`config.mk`:
```
export PLATFORM = sky130hd
export DESIGN_NAME = emh_ram
export DESIGN_NICKNAME = d
export VERILOG_FILES = /design/src/rtl/emh_ram.sv
export SDC_FILE = /design/constraint.sdc
export NUM_CORES = 1
export LEC_CHECK = 0
export BUFFER_PORTS_ARGS = -buffer_cell sky130_fd_sc_hd__buf_2
export CAP_MARGIN = 0
export CORE_UTILIZATION = 55
export DETAILED_ROUTE_END_ITERATION = 12
export PLACE_DENSITY = 0.7
export SLEW_MARGIN = 40
export SYNTH_ARGS = -nofsm -noshare
export SYNTH_HDL_FRONTEND = slang
export SYNTH_SLANG_ARGS = --single-unit
```
`constraint.sdc`:
```
create_clock -name clk_i -period 5.1 [get_ports clk_i]
set_clock_uncertainty 0.15 [all_clocks]
set_input_delay 0.51 -clock clk_i [delete_from_list [all_inputs] [get_ports clk_i]]
set_output_delay 0.51 -clock clk_i [all_outputs]
set_load 0.005 [all_outputs]
```
`src/rtl/emh_ram.sv`:
```
// ----------------------------------------------------------------------------
// emh_ram
// Generic single-write, single-read RAM with registered read data.
// ----------------------------------------------------------------------------
module emh_ram #(
  parameter int unsigned WIDTH = 8,
  parameter int unsigned DEPTH = 16
) (
  input  logic                     clk_i,
  input  logic                     we_i,
  input  logic [$clog2(DEPTH)-1:0] waddr_i,
  input  logic [WIDTH-1:0]         wdata_i,
  input  logic [$clog2(DEPTH)-1:0] raddr_i,
  output logic [WIDTH-1:0]         rdata_o
);

  logic [WIDTH-1:0] mem_q [DEPTH];
  logic [WIDTH-1:0] rdata_q;

  // Write port
  always_ff @(posedge clk_i) begin
    if (we_i) begin
      mem_q[waddr_i] <= wdata_i;
    end
  end

  // Registered read port
  always_ff @(posedge clk_i) begin
    rdata_q <= mem_q[raddr_i];
  end

  assign rdata_o = rdata_q;

endmodule

```
==> flow_summary.toml, run 1 <==
[timing]
worstMarginPinSlew_ns = 0.876
fmax_mhz = 538
rsz0062_at_grt = "no"
finalSetupViolCount = 0
fin_crit_sh_pct = 36.5
slew_headroom_pct = 41.4
tns_ns = 0
slew_viol_final = 0
fin_ws_ns = 3.24
fin_crit_ns = 1.86
finalHoldViolations = 0

[place]
place_area_um2 = 5370
dp_hpwl_um = 5620
place_inst = 354
io_buffers = 25
dp_worst_setup_slack_ns = 2.72
place.gp.congestion = 0.752

[synth]
synth_edf_count = 128
syn_nets = 247
synth_seq_cells = 136
synth_warnings = 0
synth_seq_area_share_pct = 77.8
synth_cells = 229
synth.most_common_cell = "edfxtp_1"
async_flop_share_pct = 0
synth.top_cells.by_count = "edfxtp_1, mux4_2, a22oi_1, mux4_1, nor2_1"
syn-cell-area_um2 = 5150
yosys.area.top_type = "edfxtp_1"
yosysTopAreaCellShare_pct = 74.7
synth-main-ff-cell = "edfxtp_1"
ys_top_cells_by_area = "edfxtp_1, mux4_2, mux4_1, dfxtp_1, a22oi_1"
ys_types = 19
avgSynthCellArea_um2 = 22.5

[drt]
num_vias = 2390
routed_wl_um = 9550
ant_nets = 0
vias_per_cell = 6.19
drc = 0
drtIter0Drc = 260
post_drt_wl_per_cell_um = 24.7
dr.pass1.iters = 4

[floorplan]
core-area_um2 = 8890
start_util_pct = 57.9
die_w_um = 98.7
dieArea_um2 = 9750
dieHeight_um = 98.7
io_pins = 26
std_cell_rows = 34

[cts]
postCtsHoldBufs = 0
cts_tree = "yes"
clk_path_buf_depth = 2
clk_pin_slew_worst_paths_ns = 0.06
cts_made_buffers = 17
insertion_delay_ns = 0.52
cts_setup_buffers = 0
root_buffer = "clkbuf_8"
clkSinkCount = 136
h-tree-depth = 4
cts_resized = 0

[finish]
drive_gt1_share_pct = 31.3
area_growth_pct = 16.5
postLayoutCoreUtil_pct = 67.5
nFillCells = 547
multi_input_area_um2 = 1100
insertedDiodeCount = 0
nets = 283
seqCellArea_um2 = 4000
fin_area_um2 = 6000
fin_cells = 386

[min_path]
hold_path_class = "input port to flip-flop"
min_path_cells = 1
holdPathEnd = "mem_q[2][4]$_DFFE_PP_"
worstHoldStart = "wdata_i[4]"

[worst_setup_path]
crit_slowest_cell = "mux4_1"
crit_path_start_kind = "input port"
rr_worst_depth = 3
crit_fanout = 32
path_cells = "buf_4, mux4_1, a22oi_1, nand2_1"
crit_arrival_ns = 2.10
cp.required_ns = 5.34
critical_path_class = "input port to flip-flop"
r2r_end = "rdata_o[2]$_DFF_P_"
regToRegSetupSlack_ns = 3.50
worstSetupEndpointType = "flip-flop"
max_stage_delay_ns = 0.63
r2r_start = "mem_q[9][2]$_DFFE_PP_"

[grt]
grt_pass1_wl_um = 14400
grt_max_degree = 33
grt_usage_pct = 22.0
grt_overflow = 0
grt_pass1_vias = 2391
antenna_found_initial = 0

[power]
p_leak_nw = 2.01
p_per_area_nw_per_um2 = 437
peakVddDrop_v = 0.000295

[run_status]
status = "complete, no violations"

[job]
drv_cap = 0
## per-stage QoR
| step | total power, mW | hold WS [ns] |
|---|---|---|
| 6_report | 2.62 | 0.229 |
| 5_1_grt | 2.70 | 0.207 |
| 4_1_cts | 2.63 | 0.206 |
| 3_5_place_dp | 1.39 | 0.505 |
| 3_3_place_gp | 1.39 | 0.502 |
| 2_1_floorplan | 1.34 | 0.459 |
## placed cells by master, fill, tap and decap left out
cell | synthesis | final
clkbuf_16 | 0 | 16
clkinv_2 | 0 | 4
edfxtp_1 | 128 | 128
and2_1 | 1 | 1
clkbuf_1 | 0 | 3
nor3_4 | 0 | 1
mux4_2 | 18 | 18
a22oi_1 | 16 | 16
buf_4 | 1 | 3
or3b_2 | 1 | 1
nor2_1 | 13 | 4
nor3_2 | 0 | 2
clkinvlp_4 | 0 | 1
nand3_1 | 1 | 1
dfxtp_1 | 8 | 8
mux4_1 | 14 | 14
nand2b_1 | 2 | 2
nor2_2 | 0 | 9
nor3_1 | 4 | 1
bufinv_16 | 0 | 4
buf_2 | 3 | 24
nor2b_1 | 1 | 1
clkbuf_8 | 0 | 4
nand3b_1 | 2 | 2
nand2_1 | 9 | 9
and2b_1 | 1 | 1
## logic make-up after synthesis
kind of cell	synth area share, %
compound gates	2.33
buf+inv	1.68
flops	77.8
mux	15.0
simple gates	3.18
## how the worst max path moves through the flow
stage                                       end  slack [ns]  cells after the start  startpoint
after floorplan           mem_q[0][0]$_DFFE_PP_        2.95                      2  waddr_i[2]
after global placement    mem_q[0][1]$_DFFE_PP_        2.39                      3  waddr_i[2]
after detailed placement     rdata_o[2]$_DFF_P_        2.72                      4  raddr_i[0]
after CTS                    rdata_o[2]$_DFF_P_        3.28                      4  raddr_i[0]
after global routing         rdata_o[2]$_DFF_P_        3.19                      4  raddr_i[0]
final                        rdata_o[2]$_DFF_P_        3.24                      4  raddr_i[0]
## critical path, delay by kind of cell
family | cells | cell delay, ns
buffers and inverters | 1 | 0.47
AOI/OAI and AO/OA | 1 | 0.37
muxes | 1 | 0.63
and+or+nand+nor | 1 | 0.10
## per-layer routing
layer / wire length [um] / GRT usage, %
met5: 0 / 0
met1: 4240 / 32.9
met3: 749 / 7.45
met2: 4470 / 30.6
met4: 89 / 7.69
## report_power, final
| part | leakage, nW | switching (mW) | internal [mW] |
|---|---|---|---|
| clock network | 0.302 | 0.423 | 0.830 |
| registers | 1.22 | 0.00850 | 1.25 |
| logic | 0.486 | 0.0644 | 0.0450 |
| total | 2.01 | 0.496 | 2.12 |
## state kept, by name (all words and copies together) (netlist names)
register	cells
mem_q	128
rdata_o	8
## cell type report
cell class	instances	area share [%]
well taps	108	2.25
multi-input cells	83	18.4
clock buffers	23	7.78
clock inverters	9	2.46
flip-flops and latches	136	66.8
repair buffers	27	2.38
Power figures use the tool's default switching activity.
==> run 2, diff against run 1 <==
Clock period 5.1 ns to 1.85 ns, I/O delays scaled along.
==> flow_summary.toml, run 2 (synthesis results as in run 1) <==
[power]
p_leak_nw = 2.12
p_per_area_nw_per_um2 = 1110
peakVddDrop_v = 0.000636

[floorplan]
io_pins = 26
dieHeight_um = 98.7
start_util_pct = 57.9
std_cell_rows = 34
core-area_um2 = 8890
die_w_um = 98.7
dieArea_um2 = 9750

[drt]
post_drt_wl_per_cell_um = 23.5
drc = 0
routed_wl_um = 9770
num_vias = 2476
ant_nets = 0
dr.pass1.iters = 4
drtIter0Drc = 249
vias_per_cell = 5.95

[finish]
largest_reg_flops = 128
nets = 313
nFillCells = 544
insertedDiodeCount = 0
multi_input_area_um2 = 1060
final_common_cell = "edfxtp_1"
fin_area_um2 = 6150
drive_gt1_share_pct = 31.5
postLayoutCoreUtil_pct = 69.1
area_growth_pct = 19.4
seqCellArea_um2 = 4000
final_cell_mix = "edfxtp_1, buf_2, buf_4"
regMostFlops = "mem_q"

[run_status]
status = "complete, no violations"

[grt]
grt_usage_pct = 22.0
grt_pass1_vias = 2511
antenna_found_initial = 0
grt_pass1_wl_um = 14700
grt_max_degree = 33
grt_overflow = 0

[job]
drv_cap = 0

[min_path]
min_path_cells = 3
hold_path_class = "input port to flip-flop"

[timing]
finalSetupViolCount = 0
slew_headroom_pct = 70.1
fmax_mhz = 624
fin_crit_sh_pct = 86.7
slew_viol_final = 0
rsz0062_at_grt = "no"
fin_ws_ns = 0.246
fin_crit_ns = 1.60
worstMarginPinSlew_ns = 0.447
finalHoldViolations = 0

[cts]
cts_made_buffers = 17
h-tree-depth = 4
cts_setup_buffers = 0
insertion_delay_ns = 0.52
clk_pin_slew_worst_paths_ns = 0.06
root_buffer = "clkbuf_8"
cts_resized = 0
cts_tree = "yes"
clkSinkCount = 136
postCtsHoldBufs = 8
clk_path_buf_depth = 2

[worst_setup_path]
rr_worst_depth = 3
cp.required_ns = 2.09
crit_fanout = 1
regToRegSetupSlack_ns = 0.25
worstSetupEndpointType = "flip-flop"
critical_path_class = "flip-flop to flip-flop"
crit_arrival_ns = 1.84
crit_path_start_kind = "flip-flop"

[place]
io_buffers = 25
place_area_um2 = 5530
dp_worst_setup_slack_ns = -0.000706
place.gp.congestion = 0.708
dp_hpwl_um = 6130
## run 2: layout make-up
cell class / count / share of cell area, %
Tap cell: 108 / 2.20
Sequential cell: 136 / 65.1
Timing Repair Buffer: 57 / 6.68
Clock buffer: 20 / 7.08
Multi-Input combinational cell: 83 / 17.2
Clock inverter: 12 / 1.71
## run 2: metal layers
metal | track usage (%) | vias up | part of all wire (%)
li1 | - | 1104 | -
met1 | 30.7 | 1267 | 43
met2 | 33.9 | 92 | 49
met3 | 5.82 | 13 | 6.8
met4 | 8.50 | 0 | 1.4
met5 | 0 | - | 0
## run 2: final timing paths
check                           to                   start
max             rdata_o[5]$_DFF_P_   mem_q[2][5]$_DFFE_PP_
min          mem_q[4][3]$_DFFE_PP_              waddr_i[0]
max reg2reg     rdata_o[5]$_DFF_P_   mem_q[2][5]$_DFFE_PP_
min reg2reg     rdata_o[0]$_DFF_P_  mem_q[12][0]$_DFFE_PP_
## run 2: critical path: stages (launching register included)
cell and delay, ns:
edfxtp_1 0.39, mux4_1 0.53, a22oi_1 0.30, nand2_1 0.11
## run 2: report_power, final
| group | internal, mW | leakage (nW) | switching, mW |
|---|---|---|---|
| clock network | 1.81 | 0.254 | 1.20 |
| registers | 3.45 | 1.22 | 0.0215 |
| logic | 0.155 | 0.639 | 0.181 |
| total | 5.41 | 2.12 | 1.40 |
## run 2: metrics by stage
step / instances / hold slack, ns / total power, mW / TNS [ns]
6_report: 416 / 0.0666 / 6.81 / 0
5_1_grt: 416 / 0.0625 / 7.00 / 0
4_1_cts: 416 / 0.0434 / 6.85 / 0
3_5_place_dp: 376 / 0.412 / 3.85 / -0.000706
3_3_place_gp: 376 / 0.412 / 3.84 / 0
2_1_floorplan: 229 / 0.134 / 3.70 / 0
==> run 3, diff against run 2 <==
Settings changed: BUFFER_PORTS_ARGS -buffer_cell sky130_fd_sc_hd__buf_2 to not set, CORE_MARGIN set to 5, DONT_BUFFER_PORTS set to 1, PLACE_DENSITY 0.7 to 0.67.
==> flow_summary.toml, run 3 (synthesis results as in run 1) <==
[run_status]
status = "finished with violations"
violations = "negative hold slack"

[min_path]
hold_path_class = "input port to flip-flop"
min_path_cells = 3

[power]
p_per_area_nw_per_um2 = 1130
peakVddDrop_v = 0.000778
switchingPower_mw = 1.28
sw_frac_of_total_pct = 18.7
p_leak_nw = 2.04
power.share.clock_pct = 45.6
comb_power_share_pct = 4.0
p_seq_share_pct = 50.4
p_int_mw = 5.60

[finish]
insertedDiodeCount = 0
regMostFlops = "mem_q"
postLayoutCoreUtil_pct = 66.1
multi_input_area_um2 = 1060
nFillCells = 596
final_common_cell = "edfxtp_1"
fin_cells = 398
largest_reg_flops = 128
nets = 292
fin_area_um2 = 6080
area_growth_pct = 18.0
drive_gt1_share_pct = 22.3
seqCellArea_um2 = 4000
final_cell_mix = "edfxtp_1, buf_4, mux4_2"

[grt]
grt_usage_pct = 18.4
antenna_found_initial = 0
grt_pass1_wl_um = 14700
grt_pass1_vias = 2480
grt_max_degree = 33
grt_overflow = 0

[drt]
drtIter0Drc = 120
ant_nets = 0
num_vias = 2405
vias_per_cell = 6.04
dr.pass1.iters = 4
post_drt_wl_per_cell_um = 24.4
drc = 0
routed_wl_um = 9710

[timing]
fin_crit_sh_pct = 91.1
fin_crit_ns = 1.68
finalSetupViolCount = 0
fmax_mhz = 594
rsz0062_at_grt = "no"
holdWs_ns = -0.123
worstMarginPinSlew_ns = 0.652
slew_viol_final = 0
finalHoldViolations = 8
tns_ns = 0
slew_headroom_pct = 56.4

[floorplan]
io_pins = 26
dieArea_um2 = 11400
std_cell_rows = 35
die_w_um = 107
dieHeight_um = 107
start_util_pct = 56.0
core-area_um2 = 9200

[cts]
clk_pin_slew_worst_paths_ns = 0.06
cts_tree = "yes"
cts_setup_buffers = 0
clkSinkCount = 136
root_buffer = "clkbuf_8"
postCtsHoldBufs = 15
insertion_delay_ns = 0.50
clk_path_buf_depth = 2
cts_made_buffers = 17
h-tree-depth = 4
cts_resized = 0

[worst_setup_path]
worstSetupEndpointType = "flip-flop"
rr_worst_depth = 3
crit_arrival_ns = 1.74
cp.required_ns = 1.90
critical_path_class = "input port to flip-flop"
crit_path_start_kind = "input port"
crit_fanout = 8

[place]
dp_hpwl_um = 5830
io_buffers = 0
place_inst = 351
place_area_um2 = 5360
place.gp.congestion = 0.801

[job]
drv_cap = 0
==> run 3: per-layer routing <==
layer | part of all wire [%] | routed length (um) | global-route usage [%] | up-vias
met4 | 0.67 | 65 | 5.30 | 0
met3 | 7.5 | 729 | 5.12 | 4
met2 | 50 | 4820 | 28.7 | 90
met5 | 0 | 0 | 0 | -
li1 | - | - | - | 1070
met1 | 42 | 4090 | 25.7 | 1241
==> run 3: metrics by stage <==
stage | hold WS, ns | power [mW] | setup slack [ns]
2_1_floorplan | 0.134 | 3.70 | 0.0221
3_3_place_gp | 0.135 | 3.72 | 0.326
3_5_place_dp | 0.135 | 3.73 | 0.284
4_1_cts | -0.154 | 6.94 | 0.209
5_1_grt | -0.135 | 7.10 | 0.0992
6_report | -0.123 | 6.88 | 0.165
==> run 3: path summary, 6_finish.rpt <==
check / to / slack [ns] / startpoint
worst min register to register: rdata_o[2]$_DFF_P_ / 0.51 / mem_q[14][2]$_DFFE_PP_
worst min-delay path: rdata_o[3]$_DFF_P_ / -0.12 / raddr_i[0]
worst max register to register: rdata_o[7]$_DFF_P_ / 0.29 / mem_q[0][7]$_DFFE_PP_
worst max-delay path: mem_q[4][0]$_DFFE_PP_ / 0.17 / waddr_i[0]
==> run 3: area by class of cell <==
class,instances,area share [%]
clock inverters,12,2.18
well taps,111,2.29
repair buffers,36,5.23
flip-flops and latches,136,65.9
clock buffers,20,7.00
multi-input cells,83,17.4
==> run 3: critical path, cell delays in order <==
cell and delay [ns]:
dlygate4sd3_1 0.61, nor3_1 0.18, dlygate4sd3_1 0.57, buf_4 0.18
==> run 3: power by group through the flow <==
stage,Clock [mW],Combinational [mW],Sequential [mW]
floorplan,0,0.175,3.53
global placement,0,0.190,3.53
detailed placement,0,0.192,3.54
CTS,3.19,0.275,3.47
global route,3.33,0.293,3.48
finish,3.14,0.273,3.47
